===== src/rtl/core/vitc_pkg.sv =====
//------------------------------------------------------------------------------
// vitc_pkg
// Shared types, constants and helpers for the VITC code word generator.
//------------------------------------------------------------------------------
`default_nettype none

package vitc_pkg;

	localparam int unsigned LINE_W      = 10;
	localparam int unsigned COUNT_W     = 31;
	localparam int unsigned FPS_W       = 5;
	localparam int unsigned DIVD_W      = 32;
	localparam int unsigned DIVS_W      = 15;
	localparam int unsigned QUEUE_DEPTH = 2;
	localparam int unsigned CFG_IDX_W   = 3;
	localparam int unsigned CFG_DATA_W  = 10;

	localparam logic [DIVS_W-1:0] DF_BLOCK    = 15'd17982;
	localparam logic [DIVD_W-1:0] DF_ADD      = 32'd18;
	localparam logic [DIVS_W-1:0] SEC_PER_MIN = 15'd60;
	localparam logic [DIVS_W-1:0] HR_PER_DAY  = 15'd24;

	// reciprocals: ceil(2^shift / divisor), exact over the operand ranges used
	localparam logic [31:0] DF_BLK_RECIP = 32'd3913287965;
	localparam int unsigned DF_BLK_SHIFT = 46;
	localparam logic [15:0] DF_MIN_RECIP = 16'd37325;
	localparam int unsigned DF_MIN_SHIFT = 26;
	localparam logic [31:0] SEC_RECIP    = 32'h8888_8889;
	localparam int unsigned SEC_SHIFT    = 37;
	localparam logic [31:0] DAY_RECIP    = 32'hAAAA_AAAB;
	localparam int unsigned DAY_SHIFT    = 36;

	typedef enum logic [CFG_IDX_W-1:0] {
		REG_RASTER_625   = 3'd0,
		REG_FIRST_LINE   = 3'd1,
		REG_SECOND_LINE  = 3'd2,
		REG_FPS          = 3'd3,
		REG_DROP_FRAME   = 3'd4
	} cfg_reg_t;

	typedef struct packed {
		logic             raster_625;
		logic [LINE_W-1:0] first_field_line;
		logic [LINE_W-1:0] second_field_line;
		logic [FPS_W-1:0]  frames_per_second;
		logic             drop_frame;
	} cfg_t;

	typedef struct packed {
		logic [COUNT_W-1:0] frame_count;
		logic [LINE_W-1:0]  line_number;
	} item_t;

	typedef struct packed {
		logic [63:0] code_low;
		logic [25:0] code_high;
		logic [31:0] timecode_word;
		logic [7:0]  check_byte;
	} result_t;

	typedef struct packed {
		logic [COUNT_W-1:0] frame_count;
		logic               field;
	} qitem_t;

	typedef struct packed {
		logic              start;
		logic [DIVD_W-1:0] dividend;
		logic [DIVS_W-1:0] divisor;
	} div_req_t;

	typedef struct packed {
		logic              done;
		logic [DIVD_W-1:0] quo;
		logic [DIVS_W-1:0] rem;
	} div_rsp_t;

	typedef enum logic [2:0] {
		S_IDLE,
		S_DROP_BLK,
		S_DROP_MIN,
		S_FRAMES,
		S_SECONDS,
		S_MINUTES,
		S_HOURS,
		S_PACK
	} back_state_t;

	// split a value below 64 into {tens, units}
	function automatic logic [6:0] bcd_split(input logic [5:0] v);
		logic [2:0] tens;
		logic [5:0] units;
		if (v >= 6'd60) tens = 3'd6;
		else if (v >= 6'd50) tens = 3'd5;
		else if (v >= 6'd40) tens = 3'd4;
		else if (v >= 6'd30) tens = 3'd3;
		else if (v >= 6'd20) tens = 3'd2;
		else if (v >= 6'd10) tens = 3'd1;
		else tens = 3'd0;
		units = v - 6'(tens * 4'd10);
		return {tens, units[3:0]};
	endfunction

endpackage

`default_nettype wire


===== src/rtl/core/vitc_queue.sv =====
//------------------------------------------------------------------------------
// vitc_queue
// Small FIFO between the classifying front end and the conversion back end.
//------------------------------------------------------------------------------
`default_nettype none

module vitc_queue
	import vitc_pkg::*;
(
	input  wire logic   clk,
	input  wire logic   arst_n,
	input  wire logic   push,
	input  wire qitem_t push_item,
	input  wire logic   pop,
	output logic        full,
	output logic        not_empty,
	output qitem_t      head
);

	localparam int unsigned PTR_W = (QUEUE_DEPTH > 1) ? $clog2(QUEUE_DEPTH) : 1;
	localparam int unsigned CNT_W = $clog2(QUEUE_DEPTH + 1);

	qitem_t            mem_q [QUEUE_DEPTH];
	logic [PTR_W-1:0]  wr_ptr_q;
	logic [PTR_W-1:0]  rd_ptr_q;
	logic [CNT_W-1:0]  count_q;

	assign full      = (count_q == CNT_W'(QUEUE_DEPTH));
	assign not_empty = (count_q != '0);
	assign head      = mem_q[rd_ptr_q];

	always_ff @(posedge clk) begin
		if (push) begin
			mem_q[wr_ptr_q] <= push_item;
		end
	end

	always_ff @(posedge clk or negedge arst_n) begin
		if (!arst_n) begin
			wr_ptr_q <= '0;
			rd_ptr_q <= '0;
			count_q  <= '0;
		end else begin
			if (push) begin
				wr_ptr_q <= (wr_ptr_q == PTR_W'(QUEUE_DEPTH - 1)) ? '0 : wr_ptr_q + 1'b1;
			end
			if (pop) begin
				rd_ptr_q <= (rd_ptr_q == PTR_W'(QUEUE_DEPTH - 1)) ? '0 : rd_ptr_q + 1'b1;
			end
			if (push && !pop) begin
				count_q <= count_q + 1'b1;
			end else if (pop && !push) begin
				count_q <= count_q - 1'b1;
			end
		end
	end

endmodule

`default_nettype wire


===== src/rtl/core/vitc_front.sv =====
//------------------------------------------------------------------------------
// vitc_front
// Accepts items, keeps only the four VITC lines and tags each with its field.
//------------------------------------------------------------------------------
`default_nettype none

module vitc_front
	import vitc_pkg::*;
(
	input  wire logic  accept,
	input  wire item_t item,
	input  wire cfg_t  cfg,
	output logic       push,
	output qitem_t     push_item
);

	logic [LINE_W:0] line_x;
	logic            hit;

	// compare line + 2 without wrap
	always_comb begin
		line_x = {1'b0, item.line_number};
		hit = (item.line_number == cfg.first_field_line)
		   || (line_x == {1'b0, cfg.first_field_line} + (LINE_W+1)'(2))
		   || (item.line_number == cfg.second_field_line)
		   || (line_x == {1'b0, cfg.second_field_line} + (LINE_W+1)'(2));
		push = accept && hit;
		push_item.frame_count = item.frame_count;
		push_item.field       = (item.line_number >= cfg.second_field_line);
	end

endmodule

`default_nettype wire


===== src/rtl/core/vitc_div.sv =====
//------------------------------------------------------------------------------
// vitc_div
// Bit-serial restoring divider, one quotient bit per cycle.
//------------------------------------------------------------------------------
`default_nettype none

module vitc_div
	import vitc_pkg::*;
(
	input  wire logic     clk,
	input  wire logic     arst_n,
	input  wire div_req_t req,
	output div_rsp_t      rsp
);

	localparam int unsigned CNT_W = $clog2(DIVD_W);

	logic              run_q;
	logic              done_q;
	logic [CNT_W-1:0]  cnt_q;
	logic [DIVD_W-1:0] quo_q;
	logic [DIVS_W-1:0] rem_q;
	logic [DIVS_W-1:0] dvs_q;
	logic [DIVS_W:0]   trial;
	logic              fits;

	always_comb begin
		trial = {rem_q, quo_q[DIVD_W-1]};
		fits  = (trial >= {1'b0, dvs_q});
	end

	always_ff @(posedge clk) begin
		if (req.start) begin
			quo_q <= req.dividend;
			rem_q <= '0;
			dvs_q <= req.divisor;
		end else if (run_q) begin
			quo_q <= {quo_q[DIVD_W-2:0], fits};
			rem_q <= fits ? DIVS_W'(trial - {1'b0, dvs_q}) : trial[DIVS_W-1:0];
		end
	end

	always_ff @(posedge clk or negedge arst_n) begin
		if (!arst_n) begin
			run_q  <= 1'b0;
			done_q <= 1'b0;
			cnt_q  <= '0;
		end else begin
			done_q <= run_q && (cnt_q == '0);
			if (req.start) begin
				run_q <= 1'b1;
				cnt_q <= CNT_W'(DIVD_W - 1);
			end else if (run_q) begin
				cnt_q <= cnt_q - 1'b1;
				if (cnt_q == '0) begin
					run_q <= 1'b0;
				end
			end
		end
	end

	assign rsp.done = done_q;
	assign rsp.quo  = quo_q;
	assign rsp.rem  = rem_q;

endmodule

`default_nettype wire


===== src/rtl/core/vitc_back.sv =====
//------------------------------------------------------------------------------
// vitc_back
// Converts a queued count to BCD timecode and packs the 90-bit code word.
//------------------------------------------------------------------------------
`default_nettype none

module vitc_back
	import vitc_pkg::*;
(
	input  wire logic   clk,
	input  wire logic   arst_n,
	input  wire cfg_t   cfg,
	input  wire logic   q_valid,
	input  wire qitem_t q_item,
	output logic        pop,
	output div_req_t    div_req,
	input  wire div_rsp_t div_rsp,
	output logic        result_valid,
	output result_t     result
);

	back_state_t       state_q, state_d;
	logic [DIVD_W-1:0] n_q;
	logic              field_q;
	logic [16:0]       blk_q;
	logic [DIVS_W-1:0] m_q;
	logic [DIVD_W-1:0] x_q;
	logic [26:0]       sq_q;
	logic [20:0]       mq_q;
	logic [16:0]       hq_q;
	logic [4:0]        fr_q;
	logic [5:0]        sec_q;
	logic [5:0]        min_q;
	logic              valid_q;
	result_t           result_q;

	logic [DIVS_W-1:0] fps;
	logic [DIVD_W-1:0] n_load;
	logic [63:0]       blk_prod;
	logic [DIVD_W-1:0] blk_rem;
	logic [DIVD_W-1:0] n_blk;
	logic [DIVS_W-1:0] m_adj;
	logic [31:0]       min_prod;
	logic [3:0]        drop_min;
	logic [DIVD_W-1:0] n_drop;
	logic [63:0]       sq_prod;
	logic [63:0]       mq_prod;
	logic [63:0]       hq_prod;
	logic [DIVD_W-1:0] sec_rem;
	logic [26:0]       min_rem;
	logic [20:0]       hr_rem;
	logic              done_out;

	logic [6:0]  fr_bcd, sec_bcd, min_bcd, hr_bcd;
	logic [31:0] tc;
	logic [89:0] word;
	logic [7:0]  xsum;
	logic [7:0]  chk;

	always_comb begin
		fps      = (cfg.frames_per_second == '0) ? DIVS_W'(1) : DIVS_W'(cfg.frames_per_second);
		n_load   = {1'b0, q_item.frame_count};
		blk_prod = 64'(n_load) * 64'(DF_BLK_RECIP);
		blk_rem  = n_q - DIVD_W'(blk_q) * DIVD_W'(DF_BLOCK);
		n_blk    = n_q + DIVD_W'(blk_q) * DF_ADD;
		m_adj    = m_q - DIVS_W'(2);
		min_prod = 32'(m_adj) * 32'(DF_MIN_RECIP);
		// no minute correction in the first two frames of a block
		drop_min = (m_q >= DIVS_W'(2)) ? min_prod[DF_MIN_SHIFT +: 4] : 4'd0;
		n_drop   = n_q + DIVD_W'({drop_min, 1'b0});
		sq_prod  = 64'(x_q) * 64'(SEC_RECIP);
		mq_prod  = 64'(sq_q) * 64'(SEC_RECIP);
		hq_prod  = 64'(mq_q) * 64'(DAY_RECIP);
		sec_rem  = x_q - DIVD_W'(sq_q) * DIVD_W'(SEC_PER_MIN);
		min_rem  = sq_q - 27'(mq_q) * 27'(SEC_PER_MIN);
		hr_rem   = mq_q - 21'(hq_q) * 21'(HR_PER_DAY);
	end

	always_comb begin
		state_d  = state_q;
		pop      = 1'b0;
		div_req  = '0;
		done_out = 1'b0;
		unique case (state_q)
			S_IDLE: begin
				if (q_valid) begin
					pop = 1'b1;
					if (cfg.drop_frame) begin
						state_d = S_DROP_BLK;
					end else begin
						div_req.start    = 1'b1;
						div_req.dividend = n_load;
						div_req.divisor  = fps;
						state_d = S_FRAMES;
					end
				end
			end
			S_DROP_BLK: begin
				state_d = S_DROP_MIN;
			end
			S_DROP_MIN: begin
				div_req.start    = 1'b1;
				div_req.dividend = n_drop;
				div_req.divisor  = fps;
				state_d = S_FRAMES;
			end
			S_FRAMES: begin
				if (div_rsp.done) begin
					state_d = S_SECONDS;
				end
			end
			S_SECONDS: begin
				state_d = S_MINUTES;
			end
			S_MINUTES: begin
				state_d = S_HOURS;
			end
			S_HOURS: begin
				state_d = S_PACK;
			end
			S_PACK: begin
				done_out = 1'b1;
				state_d  = S_IDLE;
			end
			default: state_d = S_IDLE;
		endcase
	end

	always_comb begin
		fr_bcd  = bcd_split({1'b0, fr_q});
		sec_bcd = bcd_split(sec_q);
		min_bcd = bcd_split(min_q);
		hr_bcd  = bcd_split({1'b0, hr_rem[4:0]});
		tc = {cfg.raster_625 & field_q, 1'b0, hr_bcd[5:4], hr_bcd[3:0],
		      1'b0, min_bcd[6:4], min_bcd[3:0],
		      ~cfg.raster_625 & field_q, sec_bcd[6:4], sec_bcd[3:0],
		      1'b0, cfg.drop_frame, fr_bcd[5:4], fr_bcd[3:0]};
		word = '0;
		for (int i = 0; i < 8; i++) begin
			word[10*i +: 10] = {4'b0000, tc[4*i +: 4], 2'b01};
		end
		word[81:80] = 2'b01;
		xsum = '0;
		for (int b = 0; b < 11; b++) begin
			xsum = xsum ^ word[8*b +: 8];
		end
		chk = {xsum[1:0], xsum[7:2]};
		word[89:82] = chk;
	end

	always_ff @(posedge clk) begin
		unique case (state_q)
			S_IDLE: begin
				n_q     <= n_load;
				field_q <= q_item.field;
				blk_q   <= blk_prod[DF_BLK_SHIFT +: 17];
			end
			S_DROP_BLK: begin
				n_q <= n_blk;
				m_q <= blk_rem[DIVS_W-1:0];
			end
			S_DROP_MIN: ;
			S_FRAMES: begin
				if (div_rsp.done) begin
					fr_q <= div_rsp.rem[4:0];
					x_q  <= div_rsp.quo;
				end
			end
			S_SECONDS: begin
				sq_q <= sq_prod[SEC_SHIFT +: 27];
			end
			S_MINUTES: begin
				sec_q <= sec_rem[5:0];
				mq_q  <= mq_prod[SEC_SHIFT +: 21];
			end
			S_HOURS: begin
				min_q <= min_rem[5:0];
				hq_q  <= hq_prod[DAY_SHIFT +: 17];
			end
			S_PACK: begin
				result_q.code_low      <= word[63:0];
				result_q.code_high     <= word[89:64];
				result_q.timecode_word <= tc;
				result_q.check_byte    <= chk;
			end
			default: ;
		endcase
	end

	always_ff @(posedge clk or negedge arst_n) begin
		if (!arst_n) begin
			state_q <= S_IDLE;
			valid_q <= 1'b0;
		end else begin
			state_q <= state_d;
			valid_q <= done_out;
		end
	end

	assign result_valid = valid_q;
	assign result       = result_q;

endmodule

`default_nettype wire


===== src/rtl/core/vitc_code_word_generator_unit.sv =====
// A line on one of the four VITC lines is queued and then strobed as a code word, after
// block and minute correction states when drop-frame is on; other lines give no result.
// The back end converts one code word at a time around a bit-serial frame-rate divide;
// a 2-entry queue takes lines while it works.
// Reset clears the queue and control state and loads the default registers.
// Results are strobed for one cycle; the receiver cannot stall.
//------------------------------------------------------------------------------
// vitc_code_word_generator_unit
// VITC code word generator: line filter, queue, BCD conversion and packing.
//------------------------------------------------------------------------------
`default_nettype none

module vitc_code_word_generator_unit
	import vitc_pkg::*;
(
	input  wire logic                  clk,
	input  wire logic                  arst_n,
	input  wire logic                  start,
	output logic                       busy,
	input  wire item_t                 item,
	output logic                       result_valid,
	output result_t                    result,
	input  wire logic                  cfg_valid,
	output logic                       cfg_ready,
	input  wire logic [CFG_IDX_W-1:0]  cfg_index,
	input  wire logic [CFG_DATA_W-1:0] cfg_data
);

	cfg_t     cfg_q;
	logic     push;
	qitem_t   push_item;
	logic     q_full;
	logic     q_valid;
	qitem_t   q_head;
	logic     pop;
	div_req_t div_req;
	div_rsp_t div_rsp;

	assign cfg_ready = 1'b1;
	assign busy      = q_full;

	always_ff @(posedge clk or negedge arst_n) begin
		if (!arst_n) begin
			cfg_q.raster_625        <= 1'b1;
			cfg_q.first_field_line  <= LINE_W'(19);
			cfg_q.second_field_line <= LINE_W'(332);
			cfg_q.frames_per_second <= FPS_W'(25);
			cfg_q.drop_frame        <= 1'b0;
		end else if (cfg_valid && cfg_ready) begin
			case (cfg_index)
				REG_RASTER_625:  cfg_q.raster_625        <= cfg_data[0];
				REG_FIRST_LINE:  cfg_q.first_field_line  <= cfg_data[LINE_W-1:0];
				REG_SECOND_LINE: cfg_q.second_field_line <= cfg_data[LINE_W-1:0];
				REG_FPS:         cfg_q.frames_per_second <= cfg_data[FPS_W-1:0];
				REG_DROP_FRAME:  cfg_q.drop_frame        <= cfg_data[0];
				default: ;
			endcase
		end
	end

	vitc_front u_front (
		.accept    (start && !busy),
		.item      (item),
		.cfg       (cfg_q),
		.push      (push),
		.push_item (push_item)
	);

	vitc_queue u_queue (
		.clk       (clk),
		.arst_n    (arst_n),
		.push      (push),
		.push_item (push_item),
		.pop       (pop),
		.full      (q_full),
		.not_empty (q_valid),
		.head      (q_head)
	);

	vitc_div u_div (
		.clk    (clk),
		.arst_n (arst_n),
		.req    (div_req),
		.rsp    (div_rsp)
	);

	vitc_back u_back (
		.clk          (clk),
		.arst_n       (arst_n),
		.cfg          (cfg_q),
		.q_valid      (q_valid),
		.q_item       (q_head),
		.pop          (pop),
		.div_req      (div_req),
		.div_rsp      (div_rsp),
		.result_valid (result_valid),
		.result       (result)
	);

endmodule

`default_nettype wire


===== config.mk =====
export PLATFORM = sky130hd
export DESIGN_NAME = vitc_code_word_generator_unit
export DESIGN_NICKNAME = d
export VERILOG_FILES = /design/src/rtl/core/vitc_pkg.sv /design/src/rtl/core/vitc_queue.sv /design/src/rtl/core/vitc_front.sv /design/src/rtl/core/vitc_div.sv /design/src/rtl/core/vitc_back.sv /design/src/rtl/core/vitc_code_word_generator_unit.sv
export SDC_FILE = /design/constraint.sdc
export NUM_CORES = 2
export LEC_CHECK = 0
export ABC_AREA = 1
export BUFFER_PORTS_ARGS = -buffer_cell sky130_fd_sc_hd__buf_4
export CAP_MARGIN = 20
export CORE_MARGIN = 2
export CORE_UTILIZATION = 35
export CTS_BUF_LIST = sky130_fd_sc_hd__clkbuf_16
export CTS_CLUSTER_DIAMETER = 150
export DETAILED_ROUTE_END_ITERATION = 16
export PLACE_DENSITY_LB_ADDON = 0.2
export SETUP_SLACK_MARGIN = 0.15
export SYNTH_ARGS = -nofsm -noshare
export SYNTH_HDL_FRONTEND = slang
export SYNTH_SLANG_ARGS = --single-unit

===== constraint.sdc =====
create_clock -name clk -period 9.3 [get_ports clk]
set_input_delay 0.93 -clock clk [delete_from_list [all_inputs] [get_ports clk]]
set_output_delay 0.93 -clock clk [all_outputs]
set_load 0.05 [all_outputs]

; Word-level counts from Yosys, hierarchy flattened
; Memories as Yosys holds them, arrays and structs flattened.
; Index checks and enable logic that the tools add are counted.
[op_classes]
addsub = 19
multipliers = 14
magnitude_cmp = 27
eq_ne = 18
mux = 51
n_bitwise = 13
n_reduce_logical = 26
[ops]
columns = cell, n
row1 = 48-bit two-way mux, 2
row2 = 48-bit case mux with 2 select lines, 1
row3 = 3-bit two-way mux, 22
row4 = 32-bit by 32-bit multiplier with 64-bit output (second input constant), 1
row5 = 32-bit two-way mux, 2
row6 = 32-bit case mux with 2 select lines, 1
row7 = 31-bit by 32-bit multiplier with 63-bit output (second input constant), 1
row8 = 27-bit by 32-bit multiplier with 58-bit output (second input constant), 1
row9 = 21-bit by 32-bit multiplier with 53-bit output (second input constant), 1
row10 = 5-bit by 6-bit >= comparator with 1-bit output (second input constant), 6
row11 = 6-bit >= comparator (second input constant), 6
row12 = 32-bit by 22-bit adder with 32-bit output, 1
row13 = 32-bit by 5-bit adder with 32-bit output, 1
row14 = 15-bit by 16-bit multiplier with 30-bit output (second input constant), 1
row15 = 15-bit subtractor, 2
row16 = 27-bit by 4-bit multiplier with 4-bit output (second input constant), 1
row17 = 6-bit by 5-bit >= comparator with 1-bit output (second input constant), 4
row18 = 3-bit case mux with 8 select lines, 1
row19 = 8-bit by 7-bit bitwise XOR with 8-bit output, 3
row20 = 10-bit by 2-bit adder with 11-bit output (second input constant), 2
row21 = 10-bit by 11-bit == test with 1-bit output, 2
row22 = 17-bit by 4-bit multiplier with 21-bit output (second input constant), 1
row23 = 21-bit by 4-bit multiplier with 4-bit output (second input constant), 1
row24 = 10-bit == test, 2
row25 = 40 further kinds, 102
[totals]
reg_bits = 357
ramBits = 64
input_bits = 58
out_inout_bits = 133
wordCells = 200
mem_count = 1
[mem_list]
columns = memory, words, word_bits, rd, rd_ports_with_merged_regs, write_ports, line
row1 = u_queue.mem_q, 2, 32, 1, 0, 1, vitc_queue.sv:23  ; qitem_t mem_q [QUEUE_DEPTH];

; Logic depth before layout (Yosys ltp)
[depth]
depth_word = 19
mapped_depth = 45
mapped_depth_nobuf = 45

; Hierarchy
; From an unflattened synthesis, not the netlist that was laid out.
[hier_totals]
cells_unflattened = 8033
hier_area_um2 = 66341.1
[modules_own_cells]
columns = mod, instances, cells_each, area_per_inst_um2, seq_area_each_um2
row1 = vitc_back, 1, 7038, 57256.2, 6135.9
row2 = vitc_div, 1, 489, 3980.1, 1886.8
row3 = vitc_queue, 1, 125, 2668.8, 2021.9
row4 = vitc_front, 1, 246, 1270.0, 0.0
row5 = vitc_code_word_generator_unit, 1, 135, 1166.1, 689.4

; Least setup slack after synthesis
; OpenSTA, ideal clock, no wires.
[synth_timing]
path_type = register to register
from = register u_back.m_q[1]
to = register u_div.quo_q[13], data pin
setup_time_ps = 280
arrival_time_ps = 6849
required_ps = 9020
path_slack_ps = 2171
path_stages_with_launch = 40
n_path_buf = 0
period_less_slack_ps = 7129
path_cell_list = edfxtp_1 > inv_1 > ha_1 > nand3_1 > nor2_2 > nand3_1 > nand2_1 > inv_1 > fa_1 > inv_1 > ha_1 > or2_1 > fa_1 > inv_1 > fa_1 > inv_1 > fa_1 > ha_1 > (+4 left out) > nand3_1 > o21ai_0 > nor2_1 > ha_1 > inv_1 > fa_1 > inv_1 > nand3_1 > nand2_1 > inv_1 > nor2_2 > inv_2 > nor2_4 > nand2_1 > nand2_1 > o21ai_0 > o21ai_0 > o211ai_1
[synth_between]
elab_chain_len = 6
[synth_lines]
columns = element, line
row1 = start: declaration, vitc_back.sv:26  ; logic [DIVS_W-1:0] m_q;
row2 = start signal: assignment, vitc_back.sv:160  ; m_q <= blk_rem[DIVS_W-1:0];
row3 = 15-bit by 2-bit subtractor with 15-bit output, vitc_back.sv:66  ; m_adj = m_q - DIVS_W'(2);
row4 = 15-bit by 16-bit multiplier with 30-bit output, vitc_back.sv:67  ; min_prod = 32'(m_adj) * 32'(DF_MIN_RECIP);
row5 = 4-bit two-way mux (*), vitc_back.sv:69  ; drop_min = (m_q >= DIVS_W'(2)) ? min_prod[DF_MIN_SHIFT +: 4] : 4'd0;
row6 = 32-bit by 5-bit adder with 32-bit output (*), vitc_back.sv:70  ; n_drop = n_q + DIVD_W'({drop_min, 1'b0});
row7 = 48-bit case mux with 2 select lines (*), vitc_back.sv:84  ; unique case (state_q)
row8 = 32-bit two-way mux (*), vitc_div.sv:33  ; if (req.start) begin
row9 = end signal: assignment, vitc_div.sv:34  ; quo_q <= req.dividend;
row10 = end signal: assignment, vitc_div.sv:38  ; quo_q <= {quo_q[DIVD_W-2:0], fits};
row11 = end: declaration, vitc_div.sv:21  ; logic [DIVD_W-1:0] quo_q;
; Every way passes the cells marked *; elsewhere a longest branch is shown, timed or not.
; A chain may end at the register's enable or synchronous reset.

; Worst setup path after layout
; Ends and elaborated chain as after synthesis.

==> flow_summary.yaml <==
setup_path:
  startpoint_type: "register"
  crit_fanout: 7
  critical_path.most_common_cell: "inv_1"
  slowest_stage: "fa_1"
  cp-end-kind: "register"
  critPathKind: "reg -> reg"
  cp.arrival_ns: 8.71
  max_stage_delay_ns: 0.58
  critical_path_required_ns: 9.72
job:
  maxCapViolCount: 0
hold_path:
  hold_path.class: "in -> async"
floorplanning:
  die_x_um: 432
  dieArea_um2: 186000
  start_util_pct: 35.3
  core_region_area_um2: 181000
  pin_count: 191
  fp.dieH_um: 432
  rows: 156
clock_network:
  cts_hold_buf: 0
  cts_resized: 0
  cts.htree.levels: 2
  cts_tree: "yes"
  cts_buffer_depth: 3
  clk_pin_slew_worst_paths_ns: 0.06
  cts_sinks: 359
  cts_setup_buffers: 0
  clock-root-buffer: "clkbuf_16"
  worstSkewPairLatency_ns: 0.68
  numCtsBuffers: 46
timing:
  worstMarginPinSlew_ns: 1.08
  hold_violations: 0
  setup_viol: 0
  setup_slack_ns: 1.00
  layout_min_cycle_time_ns: 8.30
  rsz0062_at_grt: "false"
  period_share_pct: 89.2
  max_freq_mhz: 121
  setup_tns_ns: 0
  finalMaxSlewViolations: 0
  slew_headroom_pct: 28.1
  finClkSkew_ns: 0.0576
global_route:
  track_usage_pct: 21.8
  busiest_layer: "met2"
  use_met2_pct: 39.8
  antenna_found_initial: 1
  grt_pass1_vias: 52453
  grt_pass1_wl_um: 310000
  grt_max_degree: 56
  gr-total-overflow: 0
  met3_usage_pct: 1.65
  gr-usage-met1_pct: 26.8
final_layout:
  nets: 9811
  drive_above_1_share_pct: 4.39
  syn_to_final_growth_pct: 8.34
  stdcell_area_um2: 69300
  final_core_util_pct: 38.3
yosys:
  synth_flop_cell: "edfxtp_1"
  synth_top_area_share_pct: 24.8
  synth_common_cells: "inv_1 (1679), nand2_1 (1338), ha_1 (1269)"
  ys_seq_area_share_pct: 16.3
  async_reset_ff_share_pct: 11.7
  ys_warn_count: 0
  syn_area_um2: 64000
  synth_edf_count: 302
  yosysMostFrequentCell: "inv_1"
  postSynthCellCount: 7623
  syn_area_per_cell_um2: 8.39
  synthTopCellsByArea: "ha_1 (25%), fa_1 (22%), edfxtp_1 (14%)"
  ys_types: 62
  synth_area_leader_cell: "ha_1"
  ys_ff_latch: 359
placement:
  place_ws_ns: 0.909
  portBuffers: 133
  gp_congestion: 0.969
  place_area_um2: 67700
  hpwl_um: 176000
route:
  ant_nets: 0
  firstDrtPassIters: 6
  routed_wl_um: 201000
  drc: 0
  via_per_inst: 4.93
  drt-initial-drc-count: 2627
  wl_per_cell_um: 19.7
  vias: 50221
outcome:
  status: "completed"
-- logic make-up after synthesis --
group,synth area share [%]
DFF,16.3
buffers and inverters,11.2
AOI/OAI and AO/OA,7.22
other,0.0117
xor gates and xnor gates,2.01
and+or+nand+nor,16.4
adders and majority gates,46.8
-- area by class of cell --
| cell class | count | area [µm²] |
|---|---|---|
| Timing Repair Buffer | 180 | 1380 |
| Multi-Input combinational cell | 5506 | 46600 |
| Clock buffer | 48 | 1200 |
| Antenna cell | 1 | 2.50 |
| Inverter | 1687 | 6330 |
| Tap cell | 2370 | 2970 |
| Sequential cell | 359 | 10400 |
| Fill cell | 18705 | 112000 |
| Clock inverter | 38 | 377 |
-- flip-flops by register name, indices dropped and copies added, names as in the netlist, 6 cells and up --
name and count:
u_back.blk_q 17, u_back.min_q 6, u_back.mq_q 21, u_div.rem_q 15, u_back.sec_q 6, u_back.sq_q 27, u_back.m_q 15, u_back.n_q 32
u_back.result 37, cfg_q 27, u_queue.mem_q 64, u_div.quo_q 32, u_back.x_q 32
-- worst paths after layout --
kind	from	to	slack [ns]	depth (start not counted)
setup / recovery	u_back.m_q[1]	u_div.quo_q[13]	1.00	41
hold / removal	arst_n	u_queue.rd_ptr_q	0.25	1
setup reg to reg	u_back.m_q[1]	u_div.quo_q[13]	1.00	41
hold reg to reg	u_div.quo_q[13]	u_back.x_q[13]	0.46	0
max in group asynchronous	arst_n	u_div.cnt_q[3]	8.54	1
min in group clk	item[31]	u_queue.mem_q[1][22]	0.43	1
-- routing by layer --
metal	wire, µm	part of all wire (%)	vias up
met4	7700	3.8	0
li1	-	-	24639
met1	84600	42	24378
met5	0	0	-
met2	103000	51	929
met3	5870	2.9	275
-- critical path, delay by kind of cell, from the launching register on --
kind	cells	cell delay, ns
fa+ha+maj	10	3.70
simple gates	13	1.61
buf+inv	11	1.17
compound gates	6	0.66
flops	1	0.47
xor+xnor	1	0.42
-- metrics by stage --
step                std cells  hold slack [ns]
detailed placement      10100            0.444
global placement        10100            0.438
CTS                     10186            0.238
floorplan                7678            0.427
finish                  10189            0.249
global route            10188            0.283
-- cells in the final DEF (no fill, tap or decap), drive strengths merged, types with 34 or more instances in the layout --
master / n
xnor2: 50
o211ai: 34
inv: 1697
ha: 1269
nor2: 545
fa: 704
xor2: 97
edfxtp: 302
or2: 43
a21oi: 371
nand3: 321
clkbuf: 48
nor3: 79
nand4: 91
buf: 180
conb: 57
o21ai: 316
nand2: 1340
Power is left out: the tool's default activity adds up to more than one toggle a clock period on the data nets, which glitch-free logic cannot reach.
